[src/vpt_pkg.sv]
package vpt_pkg;

    localparam int DurW   = 16;
    localparam int LevelW = 5;
    localparam int CfgIdxW = 1;
    localparam int CfgDataW = 16;

    // request kinds carried in the mode field
    localparam logic MODE_REQUEST = 1'b0;
    localparam logic MODE_TICK    = 1'b1;

    // configuration register indexes
    localparam logic [CfgIdxW-1:0] CFG_TIMEOUT = 1'b0;
    localparam logic [CfgIdxW-1:0] CFG_DRIVE   = 1'b1;

    localparam logic [DurW-1:0]   RESET_TIMEOUT_MS = 16'd15000;
    localparam int                RESET_DRIVE_MV   = 3100;
    localparam logic [LevelW-1:0] LEVEL_MASK       = 5'h1F;
    localparam logic [LevelW-1:0] RESET_DRIVE_LEVEL =
        LevelW'(RESET_DRIVE_MV / 100) & LEVEL_MASK;

    // haptic stretch window and its sub-ranges
    localparam logic [DurW-1:0] HAPTIC_MIN = 16'd10;
    localparam logic [DurW-1:0] HAPTIC_LO  = 16'd40;
    localparam logic [DurW-1:0] HAPTIC_MID = 16'd60;
    localparam logic [DurW-1:0] HAPTIC_MAX = 16'd80;
    localparam logic [DurW-1:0] STRETCH_LO  = 16'd30;
    localparam logic [DurW-1:0] STRETCH_MID = 16'd20;
    localparam logic [DurW-1:0] STRETCH_HI  = 16'd10;

    typedef struct packed {
        logic            mode;
        logic [DurW-1:0] duration_ms;
    } in_item_t;

    typedef struct packed {
        logic              motor_on;
        logic [LevelW-1:0] drive_out;
        logic [DurW-1:0]   time_left_ms;
        logic              haptic_armed;
    } out_item_t;

    typedef struct packed {
        logic [DurW-1:0]   timeout_ms;
        logic [LevelW-1:0] drive_level;
    } cfg_regs_t;

endpackage

[src/vpt_cfg.sv]
module vpt_cfg (
    input  logic                          clk,
    input  logic                          rst_n,
    input  logic                          cfg_we,
    input  logic [vpt_pkg::CfgIdxW-1:0]   cfg_index,
    input  logic [vpt_pkg::CfgDataW-1:0]  cfg_data,
    output vpt_pkg::cfg_regs_t            regs
);

    vpt_pkg::cfg_regs_t regs_reg;
    vpt_pkg::cfg_regs_t regs_next;

    always_comb
    begin
        regs_next = regs_reg;
        if (cfg_we)
        begin
            case (cfg_index)
                vpt_pkg::CFG_TIMEOUT:
                begin
                    regs_next.timeout_ms = cfg_data;
                end
                vpt_pkg::CFG_DRIVE:
                begin
                    regs_next.drive_level =
                        cfg_data[vpt_pkg::LevelW-1:0] & vpt_pkg::LEVEL_MASK;
                end
                default:
                begin
                    regs_next = regs_reg;
                end
            endcase
        end
    end

    always_ff @(posedge clk or negedge rst_n)
    begin
        if (!rst_n)
        begin
            regs_reg.timeout_ms  <= vpt_pkg::RESET_TIMEOUT_MS;
            regs_reg.drive_level <= vpt_pkg::RESET_DRIVE_LEVEL;
        end
        else
        begin
            regs_reg <= regs_next;
        end
    end

    assign regs = regs_reg;

endmodule

[src/vpt_step.sv]
module vpt_step (
    input  logic                clk,
    input  logic                rst_n,
    input  logic                fire,
    input  vpt_pkg::in_item_t   item,
    input  vpt_pkg::cfg_regs_t  regs,
    output vpt_pkg::out_item_t  result
);

    logic [vpt_pkg::DurW-1:0] remaining_reg;
    logic [vpt_pkg::DurW-1:0] remaining_next;
    logic                     running_reg;
    logic                     running_next;
    logic                     haptic_reg;
    logic                     haptic_next;

    logic                     short_req;
    logic [vpt_pkg::DurW-1:0] stretch_add;
    logic [vpt_pkg::DurW-1:0] stretched;
    logic [vpt_pkg::DurW-1:0] clamped;
    logic [vpt_pkg::DurW-1:0] dec_val;

    always_comb
    begin
        short_req = (item.duration_ms > vpt_pkg::HAPTIC_MIN)
                 && (item.duration_ms <= vpt_pkg::HAPTIC_MAX);
        if (item.duration_ms <= vpt_pkg::HAPTIC_LO)
            stretch_add = vpt_pkg::STRETCH_LO;
        else if (item.duration_ms <= vpt_pkg::HAPTIC_MID)
            stretch_add = vpt_pkg::STRETCH_MID;
        else
            stretch_add = vpt_pkg::STRETCH_HI;
        // short requests are at most 80 so the sum stays in 16 bits
        stretched = short_req ? (item.duration_ms + stretch_add) : item.duration_ms;
        clamped   = (stretched > regs.timeout_ms) ? regs.timeout_ms : stretched;
        dec_val   = (remaining_reg != '0) ? (remaining_reg - 1'b1) : remaining_reg;
    end

    always_comb
    begin
        remaining_next = remaining_reg;
        running_next   = running_reg;
        haptic_next    = haptic_reg;
        case (item.mode)
            vpt_pkg::MODE_REQUEST:
            begin
                if (haptic_reg && (item.duration_ms == '0))
                begin
                    // disarming stop leaves the pulse alone
                    haptic_next = 1'b0;
                end
                else
                begin
                    haptic_next    = haptic_reg | short_req;
                    running_next   = (clamped != '0);
                    remaining_next = clamped;
                end
            end
            vpt_pkg::MODE_TICK:
            begin
                if (running_reg)
                begin
                    remaining_next = dec_val;
                    running_next   = (dec_val != '0);
                end
            end
            default:
            begin
                remaining_next = remaining_reg;
            end
        endcase
    end

    always_ff @(posedge clk or negedge rst_n)
    begin
        if (!rst_n)
        begin
            remaining_reg <= '0;
            running_reg   <= 1'b0;
            haptic_reg    <= 1'b0;
        end
        else if (fire)
        begin
            remaining_reg <= remaining_next;
            running_reg   <= running_next;
            haptic_reg    <= haptic_next;
        end
    end

    always_comb
    begin
        result.motor_on     = running_next;
        result.drive_out    = running_next ? regs.drive_level : '0;
        result.time_left_ms = running_next ? remaining_next : '0;
        result.haptic_armed = haptic_next;
    end

    a_run_has_time: assert property (@(posedge clk) disable iff (!rst_n)
        running_reg |-> (remaining_reg != '0))
        else $error("running with zero time left");

    a_off_no_time: assert property (@(posedge clk) disable iff (!rst_n)
        !running_reg |-> (remaining_reg == '0))
        else $error("stopped with time left");

    a_tick_counts: assert property (@(posedge clk) disable iff (!rst_n)
        (fire && (item.mode == vpt_pkg::MODE_TICK) && running_reg)
        |=> (remaining_reg == $past(remaining_reg) - 1'b1))
        else $error("tick did not count down by one");

    a_arm_on_request: assert property (@(posedge clk) disable iff (!rst_n)
        $rose(haptic_reg) |-> $past(fire && (item.mode == vpt_pkg::MODE_REQUEST)))
        else $error("haptic flag armed without a request");

endmodule

[src/vibration_pulse_timer.sv]
// Vibration pulse timer. Each input transfer is either a vibration request
// (mode 0, duration in ms, 0 = stop) or a one millisecond tick (mode 1), and
// each yields exactly one result transfer with the motor state, drive level,
// remaining time and haptic flag after that item. A request in (10,80] ms is
// stretched and arms the haptic flag; every duration is clamped to timeout_ms.
// The block takes one item per clock while the result register is free or
// being drained: an input register feeds the state update logic, and the
// result lands in an output register. Configuration (index 0 timeout_ms,
// index 1 drive_level) should be written only while no item is in flight.
module vibration_pulse_timer (
    input  logic                          clk,
    input  logic                          rst_n,
    input  logic                          in_valid,
    output logic                          in_ready,
    input  vpt_pkg::in_item_t             in_data,
    output logic                          out_valid,
    input  logic                          out_ready,
    output vpt_pkg::out_item_t            out_data,
    input  logic                          cfg_we,
    input  logic [vpt_pkg::CfgIdxW-1:0]   cfg_index,
    input  logic [vpt_pkg::CfgDataW-1:0]  cfg_data
);

    vpt_pkg::cfg_regs_t regs;
    vpt_pkg::in_item_t  in_item_reg;
    logic               in_valid_reg;
    vpt_pkg::out_item_t out_item_reg;
    logic               out_valid_reg;
    vpt_pkg::out_item_t step_result;
    logic               out_free;
    logic               advance;

    assign out_free = !out_valid_reg || out_ready;
    assign advance  = in_valid_reg && out_free;
    assign in_ready = !in_valid_reg || advance;

    vpt_cfg u_cfg (
        .clk       (clk),
        .rst_n     (rst_n),
        .cfg_we    (cfg_we),
        .cfg_index (cfg_index),
        .cfg_data  (cfg_data),
        .regs      (regs)
    );

    vpt_step u_step (
        .clk    (clk),
        .rst_n  (rst_n),
        .fire   (advance),
        .item   (in_item_reg),
        .regs   (regs),
        .result (step_result)
    );

    always_ff @(posedge clk or negedge rst_n)
    begin
        if (!rst_n)
        begin
            in_valid_reg  <= 1'b0;
            out_valid_reg <= 1'b0;
        end
        else
        begin
            if (in_ready)
                in_valid_reg <= in_valid;
            if (out_free)
                out_valid_reg <= in_valid_reg;
        end
    end

    // payload registers, no reset needed
    always_ff @(posedge clk)
    begin
        if (in_valid && in_ready)
            in_item_reg <= in_data;
        if (advance)
            out_item_reg <= step_result;
    end

    assign out_valid = out_valid_reg;
    assign out_data  = out_item_reg;

endmodule

[config.mk]
export PLATFORM = sky130hd
export DESIGN_NAME = vibration_pulse_timer
export DESIGN_NICKNAME = d
export VERILOG_FILES = /design/src/vpt_pkg.sv /design/src/vpt_cfg.sv /design/src/vpt_step.sv /design/src/vibration_pulse_timer.sv
export SDC_FILE = /design/constraint.sdc
export NUM_CORES = 1
export LEC_CHECK = 0
export ABC_AREA = 1
export BUFFER_PORTS_ARGS = -buffer_cell sky130_fd_sc_hd__buf_2
export CAP_MARGIN = 20
export CORE_AREA = 4 4 115 117
export DETAILED_ROUTE_END_ITERATION = 16
export DIE_AREA = 0 0 119 121
export MAX_ROUTING_LAYER = met4
export SLEW_MARGIN = 20
export SYNTH_ARGS = -nofsm -noshare
export SYNTH_HDL_FRONTEND = slang
export SYNTH_SLANG_ARGS = --single-unit
[constraint.sdc]
create_clock -name clk -period 10.2 [get_ports clk]
set_input_delay 1.53 -clock clk [delete_from_list [all_inputs] [get_ports clk]]
set_output_delay 1.53 -clock clk [all_outputs]
set_load 0.05 [all_outputs]
==> metrics.md, run 1 <==
| Metric | Value |
|---|---|
| Gpl congestion | `0.896` |
| Max_cap viols | `0` |
| Largest family of logic cells by synthesized area | `simple AND/OR/NAND/NOR gates` |
| Final setup violation count | `0` |
| Sequential share of power | `a little under two fifths` |
| Vias/cell | `5.02` |
| CP endpoint kind | `flip-flop` |
| Drt first pass iters | `5` |
| Worst r2r path cells | `33` |
| Most Crowded Layer GR | `met2` |
| Period utilization | `52.1%` |
| Met1 usage | `between 20% and 30%` |
| Clk sinks | `81` |
| Initial Utilization | `41.5%` |
| Post-DR wirelength/cell | `14.8 um` |
| Total negative slack | `0 ns` |
| Int Power | `~800 uW` |
| Crit path kind | `reg2reg` |
| Vias | `approximately 4.4k` |
| DP HPWL | `9.95 mm` |
| CP required | `~10 ns` |
| CTS tree | `built` |
| Ys async rst share | `50.6%` |
| Clk buf depth | `2` |
| IO Port Bufs | `63` |
| Logic pwr share | `between 30% and 40%` |
| Initial DRC Count | `~320` |
| Total of warnings raised by yosys | `0` |
| Lkg Pwr | `2.70 nW` |
| Critical path arrival | `5.41 ns` |
| Die width | `119 um` |
| Synth-to-Final Area Change | `13.7%` |
| Htree depth | `3` |
| Critical Path Most Common Cell | `nand2_1` |
| CP max stage delay | `0.45 ns` |
| Post-DRT Antenna Nets | `0` |
| GR Util met3 | `3.92%` |
| Hold slack | `roughly 0.5 ns` |
| Number of synthesized flops with an enable pin | `40` |
| Adder-cell area share of the yosys netlist | `around 5.8%` |
| Pins Over Slew Limit | `0` |
| Syn Area/Cell | `around 8 um2` |
| I/O Pins | `64` |
| Die H | `about 120 um` |
| Final Hold Vio Count | `0` |
| Root buf cell | `clkbuf_16` |
| First-pass GRT wire length | `21.5 mm` |
| CTS Buf Count | `9` |
| Synthesized area | `slightly above 5000 um2` |
| Status | `finished clean` |
| Post-Synth XOR/XNOR Area | `2.39%` |
| Routing usage on met2 | `32.3%` |
| Most frequent cells in the layout | `nand2_1 (167), nor2_1 (72), inv_1 (63), buf_2 (62), a21oi_1 (42)` |
| Hold Path Class | `reg2reg` |
| # nets final | `758` |
| Final core occ | `a little under half` |
| Sw frac | `40.0%` |
| Mapped Cells | `around 650` |
| # rows | `~40` |
| Mux contribution to synthesized area | `0%` |
| Worst Clk Skew | `0.00969 ns` |
| Cells after DPL | `857` |
| FMAX | `approximately 190 MHz` |
| Post-route minimum period | `5.32 ns` |
| Clock latency on the worst-skew pair | `0.34 ns` |
| GRT Util Overall | `between 10% and 20%` |
| Main synth FF type | `edfxtp_1` |
| CP Max Fanout | `20` |
| Clk pwr share | `26.2%` |
| Area fraction in compound gates after synthesis | `14.2%` |
| DIE AREA | `14400 um2` |
| Worst-Margin Slew | `0.868 ns` |
| Clk slew on worst S/H paths | `about 0.06 ns` |
| Most common cell after layout, fill and taps aside | `nand2_1` |
| Post-CTS setup buffer count | `0` |
| Syn_nets | `715` |
| Simple-Gate Fraction of Synth Area | `a little over a quarter` |
| Seq/Total Area, Yosys | `43.7%` |
| Post-synthesis cell type count | `46` |
| # diodes | `0` |
| Net Sw Power | `522 uW` |
| RSZ-0062 raised after global routing | `false` |
| Vias in the first global route | `~4.3k` |
| GRT overflow | `0` |
| Worst rel slew slack | `between 40% and 50%` |
| CP max-delay cell | `edfxtp_1` |
| Layout cells sized above 1 | `16.0%` |
| Initial antenna violation count | `0` |
| CP Launch Type | `flip-flop` |
| CTS Hold Bufs | `0` |
| Total Routed Length | `12.9 mm` |
| Max FFs per register | `23` |
| WHS Path Cells | `2` |
| Largest net degree at the start of global routing | `59` |
| Max IR drop VDD | `slightly above 0.00009 V` |
| Post-route DRC | `0` |
| CTS resizes | `0` |
| Synth Register Bits | `about 80` |
| Finished Layout Cells | `about 870` |
| Pwr Density | `224 nW/um2` |
| Core area | `roughly 12000 um2` |
-- routing by layer --
layer / vias to the layer above / wire [um]
met2: 119 / 6220
met3: 17 / 632
met5: - / 0
li1: 2252 / -
met1: 1994 / 5840
met4: 0 / 239
-- cells by family after synthesis --
kind of cell	count (synthesis)
flip-flops	81
buffers and inverters	100
XOR/XNOR	14
adder cells (fa/ha/maj)	23
AO/OA/AOI/OAI	124
AND/OR/NAND/NOR	311
-- area by class of cell --
type	count	area [um2]
repair buffers	64	325
clock inverters	5	78.8
fillers	1237	6520
clock buffers	11	233
flip-flops and latches	81	2240
multi-input cells	472	2490
inverters	68	255
well taps	172	215
-- cells in the mapped netlist, drive strengths merged, types with 9 or more instances --
cell    instances  area, um2
xor2           13        114
nor2           76        300
dfstp          12        315
a21oi          42        210
buf            10       61.3
edfxtp         40       1200
dfrtp          29        726
inv            66        248
o21ai          42        218
clkbuf         22       85.1
nand4           9       56.3
ha             22        275
a21boi         19        143
nand3          37        203
nand2         176        698
-- power groups by stage --
stage | sequential, mW | combinational (mW) | clock (mW)
final | 0.502 | 0.462 | 0.342
after global routing | 0.513 | 0.523 | 0.367
after CTS | 0.501 | 0.463 | 0.352
after detailed placement | 0.507 | 0.461 | 0
after global placement | 0.506 | 0.456 | 0
after floorplan | 0.533 | 0.315 | 0
-- worst max-delay path: cells and delay by family, from the launching register on --
kind | cells | cell delay [ns]
AOI/OAI and AO/OA | 4 | 0.76
adders and majority gates | 3 | 0.88
DFF | 1 | 0.45
buffers and inverters | 4 | 0.36
and+or+nand+nor | 22 | 2.63
-- stage by stage --
step           area [um2]  setup slack (ns)  total power, mW
6_report             5840              4.88             1.31
2_1_floorplan        5130              5.78            0.848
3_3_place_gp         5530              5.06            0.962
5_1_grt              5840              4.35             1.40
4_1_cts              5840              4.88             1.32
3_5_place_dp         5530              4.89            0.968
-- path summary, 6_finish.rpt --
check                          startpoint                 endpoint  slack (ns)
setup / recovery           in_item_reg[6]             out_data[14]        4.88
hold / removal              u_cfg.regs[4]            u_cfg.regs[4]        0.49
setup reg to reg           in_item_reg[6]             out_data[14]        4.88
hold reg to reg             u_cfg.regs[4]            u_cfg.regs[4]        0.49
max in group asynchronous           rst_n           u_cfg.regs[12]        8.64
min in group asynchronous           rst_n  u_step.remaining_reg[5]        1.17
Power figures use the tool's default switching activity.
==> run 2: changes to the inputs <==
clock period = 5 ns   (was 10.2 ns; I/O delays follow)
==> run 2 against run 1 <==
  * First-iteration DRC count up 27%
  * Worst hold slack got worse by 0.092 ns
  * Power grew 100%
  * Maximum frequency grew 16%
  * Largest cell class unchanged
  * Largest power group unchanged
==> metrics.md, run 2 (synthesis gave the netlist of run 1 again) <==
| Metric | Value |
|---|---|
| Status | `finished clean (unchanged)` |
| Drt first pass iters | `5 (unchanged)` |
| Max_cap viols | `0 (unchanged)` |
| Worst rel slew slack | `37.6% (was 42.1%)` |
| Layout cells sized above 1 | `19.1% (was 16.0%)` |
| Core area | `12400 um2 (unchanged)` |
| Max FFs per register | `23 (unchanged)` |
| Period utilization | `92.0% (was 52.1%)` |
| CTS Hold Bufs | `0 (unchanged)` |
| CTS tree | `built (unchanged)` |
| Lkg Pwr | `2.77 nW (was 2.70 nW)` |
| Final setup violation count | `0 (unchanged)` |
| Clock latency on the worst-skew pair | `0.34 ns (about the same)` |
| Htree depth | `3 (unchanged)` |
| Final Power | `2.63 mW (was 1.31 mW)` |
| Max IR drop VDD | `0.000191 V (was 0.0000936 V)` |
| Clk slew on worst S/H paths | `0.06 ns (about the same)` |
| IO Port Bufs | `63 (unchanged)` |
| Worst Clk Skew | `0.00858 ns (was 0.00969 ns)` |
| GRT Util Overall | `19.5% (was 19.4%)` |
| # nets final | `773 (was 758)` |
| DIE AREA | `14400 um2 (unchanged)` |
| Most common cell after layout, fill and taps aside | `nand2_1 (unchanged)` |
| Largest net degree at the start of global routing | `59 (unchanged)` |
| DP HPWL | `9.93 mm (was 9.95 mm)` |
| Critical path arrival | `4.66 ns (was 5.41 ns)` |
| Root buf cell | `clkbuf_16 (unchanged)` |
| Vias in the first global route | `4323 (was 4264)` |
| Clk sinks | `81 (unchanged)` |
| Clk buf depth | `2 (unchanged)` |
| Initial DRC Count | `405 (was 318)` |
| Vias | `4528 (was 4382)` |
| Post-DRT Antenna Nets | `0 (unchanged)` |
| Hold Path Class | `in2async (was reg2reg)` |
| Most frequent cells in the layout | `nand2_1 (167), nor2_1 (70), inv_1 (62), buf_2 (62), a21oi_1 (42) (was nand2_1 (167), nor2_1 (72), inv_1 (63), buf_2 (62), a21oi_1 (42))` |
| Synth-to-Final Area Change | `16.5% (was 13.7%)` |
| CTS Buf Count | `9 (unchanged)` |
| Total Routed Length | `13.1 mm (was 12.9 mm)` |
| Initial antenna violation count | `0 (unchanged)` |
| # diodes | `0 (unchanged)` |
| Vias/cell | `5.10 (was 5.02)` |
| CP endpoint kind | `flip-flop (unchanged)` |
| # rows | `41 (unchanged)` |
| GRT overflow | `0 (unchanged)` |
| Die H | `121 um (unchanged)` |
| CP max stage delay | `0.41 ns (was 0.45 ns)` |
| Crit path kind | `reg2reg (unchanged)` |
| Pins Over Slew Limit | `0 (unchanged)` |
| Pwr Density | `440 nW/um2 (was 224 nW/um2)` |
| CP required | `5.06 ns (was 10.30 ns)` |
| CP max-delay cell | `edfxtp_1 (unchanged)` |
| Final Hold Vio Count | `0 (unchanged)` |
| Critical Path Most Common Cell | `nand2_1 (unchanged)` |
| First-pass GRT wire length | `21.6 mm (was 21.5 mm)` |
| CP Launch Type | `flip-flop (unchanged)` |
| Post-route minimum period | `4.60 ns (was 5.32 ns)` |
| Gpl congestion | `0.939 (was 0.896)` |
| Final core occ | `48.4% (was 47.2%)` |
| Die width | `119 um (unchanged)` |
| Post-route DRC | `0 (unchanged)` |
| I/O Pins | `64 (unchanged)` |
| Post-DR wirelength/cell | `14.8 um (about the same)` |
| CP Max Fanout | `19 (was 20)` |
| Worst-Margin Slew | `0.934 ns (was 0.868 ns)` |
| Initial Utilization | `41.5% (unchanged)` |
| FMAX | `217 MHz (was 188 MHz)` |
==> run 2: path summary, 6_finish.rpt <==
check,start,to,slack (ns),cells past startpoint
min in group clk,u_cfg.regs[2],u_cfg.regs[2],0.49,2
max,in_item_reg[6],out_data[6],0.40,33
max in group asynchronous,rst_n,u_cfg.regs[7],4.19,1
min,rst_n,u_step.remaining_reg[3],0.40,1
max reg2reg,in_item_reg[6],out_data[6],0.40,33
min reg2reg,u_cfg.regs[2],u_cfg.regs[2],0.49,2
==> run 2: metrics by stage <==
| stage | hold slack (ns) | TNS [ns] | setup slack [ns] | cell area, um2 | cells |
|---|---|---|---|---|---|
| after floorplan | 0.454 | 0 | 0.581 | 5130 | 653 |
| after detailed placement | 0.484 | 0 | 0.0556 | 5610 | 867 |
| after global placement | 0.482 | 0 | 0.263 | 5610 | 867 |
| after global routing | 0.438 | -0.251 | -0.0401 | 5980 | 888 |
| after CTS | 0.493 | 0 | 0.0396 | 5910 | 883 |
| final | 0.401 | 0 | 0.400 | 5980 | 888 |
==> run 2: worst max-delay path: cells and delay by family (launching register included) <==
kind	cells	cell delay, ns
compound gates	6	0.79
fa+ha+maj	3	0.85
buf+inv	6	0.62
flops	1	0.41
simple gates	18	1.64
==> run 2: metal layers <==
layer,track usage [%],vias to the layer above,wire length [um]
met5,-,-,0
met4,8.76,0,392
met3,3.87,27,475
met2,30.5,122,6340
met1,24.6,2102,5940
li1,-,2277,-
==> run 2: power breakdown <==
group          leakage, nW  total [mW]  internal [mW]  switching (mW)
Sequential           0.862       0.997          0.866           0.132
Combinational         1.76       0.994          0.312           0.682
Clock                0.148       0.643          0.379           0.263
Total                 2.77        2.63           1.56            1.08
==> run 2: repair_timing <==
| action | CTS | global route |
|---|---|---|
| buffers inserted | 0 | 5 |
| setup endpoints to repair | 0 | 25 |
| gates resized for setup | 0 | 11 |
==> run 2: final cells by class <==
type	count	area [um2]
repair buffers	79	450
clock buffers	12	268
inverters	68	255
clock inverters	4	23.8
multi-input cells	472	2530
well taps	172	215
flip-flops and latches	81	2240
fillers	1202	6380
==> run 3: changes to the inputs <==
ABC_AREA = unset   (was 1)
CORE_AREA = 4 4 114 116   (was 4 4 115 117)
DIE_AREA = 0 0 118 120   (was 0 0 119 121)
==> run 3 against run 2 <==
  * Worst hold slack worse by 0.032 ns
  * Global-route usage increased by 0.63 points
  * Largest cell class unchanged
  * Synthesized cell count down 20%
==> metrics.md, run 3 <==
| Metric | Value |
|---|---|
| Clk slew on worst S/H paths | `0.06 ns (about the same)` |
| Gpl congestion | `0.912 (was 0.939)` |
| I/O Pins | `64 (unchanged)` |
| Die width | `118 um (was 119 um)` |
| Number of synthesized flops with an enable pin | `40 (unchanged)` |
| CP Max Fanout | `14 (was 19)` |
| Worst rel slew slack | `38.9% (was 37.6%)` |
| Final Hold Vio Count | `0 (unchanged)` |
| Vias/cell | `5.83 (was 5.10)` |
| Total Routed Length | `13.4 mm (was 13.1 mm)` |
| # rows | `40 (was 41)` |
| CP max-delay cell | `or4_1 (was edfxtp_1)` |
| Vias | `4239 (was 4528)` |
| Period utilization | `94.9% (was 92.0%)` |
| CP required | `5.08 ns (was 5.06 ns)` |
| Pins Over Slew Limit | `0 (unchanged)` |
| CTS tree | `built (unchanged)` |
| Status | `finished clean (unchanged)` |
| Routing usage on met2 | `32.6% (was 30.5%)` |
| Main synth FF type | `edfxtp_1 (unchanged)` |
| Die H | `120 um (was 121 um)` |
| Post-DRT Antenna Nets | `0 (unchanged)` |
| RSZ-0062 raised after global routing | `false` |
| Worst r2r path cells | `19 (was 33)` |
| CP top delay family | `simple AND/OR/NAND/NOR gates (unchanged)` |
| First-pass GRT wire length | `22.0 mm (was 21.6 mm)` |
| Vias in the first global route | `4116 (was 4323)` |
| Final core occ | `49.2% (was 48.4%)` |
| Initial DRC Count | `332 (was 405)` |
| Clk buf depth | `2 (unchanged)` |
| Htree depth | `3 (unchanged)` |
| DP HPWL | `10.1 mm (was 9.93 mm)` |
| Pwr Density | `402 nW/um2 (was 440 nW/um2)` |
| Core area | `11900 um2 (was 12400 um2)` |
| Critical path arrival | `4.82 ns (was 4.66 ns)` |
| Syn Area/Cell | `9.67 um2 (was 7.86 um2)` |
| Ys async rst share | `50.6% (unchanged)` |
| CP Launch Type | `flip-flop (unchanged)` |
| Seq/Total Area, Yosys | `44.3% (was 43.7%)` |
| Max_cap viols | `0 (unchanged)` |
| CTS Buf Count | `9 (unchanged)` |
| Met1 usage | `25.8% (was 24.6%)` |
| Cells after DPL | `710 (was 867)` |
| Clk sinks | `81 (unchanged)` |
| Initial Utilization | `42.5% (was 41.5%)` |
| Finished Layout Cells | `727 (was 888)` |
| Hold Path Class | `in2async (unchanged)` |
| Crit. path cell count | `19 (was 33)` |
| Lkg Pwr | `2.35 nW (was 2.77 nW)` |
| WP buf/inv | `2 (was 6)` |
| Mapped Cells | `524 (was 653)` |
| Commonest cells post-synth | `nand2_1 (52), edfxtp_1 (40), a21oi_1 (34) (was nand2_1 (167), nor2_1 (72), inv_1 (63))` |
| Most Crowded Layer GR | `met2 (unchanged)` |
| CP endpoint kind | `flip-flop (unchanged)` |
| # diodes | `0 (unchanged)` |
| GRT Util Overall | `20.1% (was 19.5%)` |
| Most common cell after layout, fill and taps aside | `buf_2 (was nand2_1)` |
| Most frequent cells in the layout | `buf_2 (62), nand2_1 (52), edfxtp_1 (40), a21oi_1 (33), inv_1 (33) (was nand2_1 (167), nor2_1 (70), inv_1 (62), buf_2 (62), a21oi_1 (42))` |
| Max IR drop VDD | `0.000209 V (was 0.000191 V)` |
| Syn_nets | `586 (was 715)` |
| Post-DR wirelength/cell | `18.4 um (was 14.8 um)` |
| Synthesized area | `5060 um2 (was 5130 um2)` |
| FMAX | `211 MHz (was 217 MHz)` |
| GR Util met3 | `3.30% (was 3.87%)` |
| Total of warnings raised by yosys | `0 (unchanged)` |
| Post-synthesis cell type count | `71 (was 46)` |
| Drt first pass iters | `5 (unchanged)` |
| CP max stage delay | `0.56 ns (was 0.41 ns)` |
| IO Port Bufs | `63 (unchanged)` |
| CTS Hold Bufs | `0 (unchanged)` |
| Synth-to-Final Area Change | `15.8% (was 16.5%)` |
| Largest net degree at the start of global routing | `42 (was 59)` |
| GRT overflow | `0 (unchanged)` |
| Final Power | `2.36 mW (was 2.63 mW)` |
| Crit path kind | `reg2reg (unchanged)` |
| Max FFs per register | `23 (unchanged)` |
| Root buf cell | `clkbuf_16 (unchanged)` |
| Post-route minimum period | `4.74 ns (was 4.60 ns)` |
| R2R Setup Slk | `0.26 ns (was 0.40 ns)` |
| Layout cells sized above 1 | `26.2% (was 19.1%)` |
| Hold slack | `0.370 ns (was 0.401 ns)` |
| Synth top area cells | `edfxtp_1 (24%), dfrtp_1 (14%), dfstp_2 (6.2%) (was edfxtp_1 (23%), dfrtp_1 (14%), nand2_1 (12%))` |
| Most common cell in the netlist | `nand2_1 (unchanged)` |
| Total negative slack | `0 ns (unchanged)` |
| # nets final | `637 (was 773)` |
| Final setup violation count | `0 (unchanged)` |
| Top cell type's share of synthesized area | `23.7% (was 23.4%)` |
| Synth Register Bits | `81 (unchanged)` |
| Area leader, netlist | `edfxtp_1 (unchanged)` |
| Worst-Margin Slew | `0.917 ns (was 0.934 ns)` |
| Clock latency on the worst-skew pair | `0.35 ns (was 0.34 ns)` |
| CP Cell Sequence | `nor4_4 > nand4_1 > or4_1 > ha_1 > inv_1 > fa_1 > nand2b_1 > a21oi_1 > nand3b_1 > mux2_2 > ha_1 > nand2_1 > nor2_1 > nand4_1 > or2_2 > buf_4 > a21o_1 > a31oi_1 > a21oi_2` |
| Post-route DRC | `0 (unchanged)` |
| Initial antenna violation count | `0 (unchanged)` |
| DIE AREA | `14200 um2 (was 14400 um2)` |
| Worst Clk Skew | `0.0118 ns (was 0.00858 ns)` |
[run 3: cell types whose count changed after synthesis, moves of 7 or more]
cell      previous run  this run
mux2_2               0        16
a211oi_1             0         7
a21boi_0            15         1
nand2_1            167        52
xor2_1              13         1
clkbuf_1            20        31
nor3_1               4        20
o31ai_1              1         9
a21oi_1             42        34
a21boi_2             0        11
inv_1               63        33
nor2_1              72        25
nand3_1             35        16
[run 3: metal layers]
metal,vias to the layer above,part of all wire (%)
li1,2042,-
met5,-,0
met1,2055,45
met3,13,5.1
met4,0,1.6
met2,129,48
[run 3: worst register-to-register path: stages, from the launching register on]
cell	delay, ns
edfxtp_1	0.46
nor4_4	0.34
nand4_1	0.16
or4_1	0.56
ha_1	0.22
inv_1	0.07
fa_1	0.19
nand2b_1	0.12
a21oi_1	0.09
nand3b_1	0.10
mux2_2	0.36
ha_1	0.30
nand2_1	0.05
nor2_1	0.08
nand4_1	0.18
or2_2	0.35
buf_4	0.19
a21o_1	0.19
a31oi_1	0.38
a21oi_2	0.07
[run 3: final cells by class]
type	instances	area, um2
Clock buffer	11	243
Multi-Input combinational cell	372	2540
Timing Repair Buffer	77	448
Fill cell	1154	6050
Inverter	34	128
Clock inverter	5	83.8
Sequential cell	81	2240
Tap cell	147	184
[run 3: metrics by stage]
step	setup slack [ns]	cell area (um2)
floorplan	0.533	5060
global placement	0.220	5490
detailed placement	0.135	5490
CTS	0.120	5820
global route	0.0509	5860
finish	0.256	5860
[run 3: worst paths after layout]
path / to / start
max: out_data[4] / in_item_reg[11]
min: u_step.running_reg / rst_n
max reg2reg: out_data[4] / in_item_reg[11]
min reg2reg: out_valid / in_valid_reg
max in group asynchronous: u_cfg.regs[9] / rst_n
min in group clk: out_valid / in_valid_reg
[run 3: logic make-up after synthesis]
family / synth area share (%)
simple gates: 17.8
flops: 44.3
compound gates: 21.5
fa+ha+maj: 5.83
buf+inv: 6.13
mux: 3.75
xor+xnor: 0.692
[run 3: timing repair]
action                                  CTS  global route
endpoints found under the hold margin     0             0
endpoints found under the setup margin    0            31
setup buffers                             0             1
resized for setup                         0             6
[run 3: power breakdown]
group | internal (mW) | switching (mW) | total [mW]
Combinational | 0.251 | 0.409 | 0.660
Sequential | 0.830 | 0.140 | 0.970
Clock | 0.455 | 0.274 | 0.729
Total | 1.54 | 0.823 | 2.36
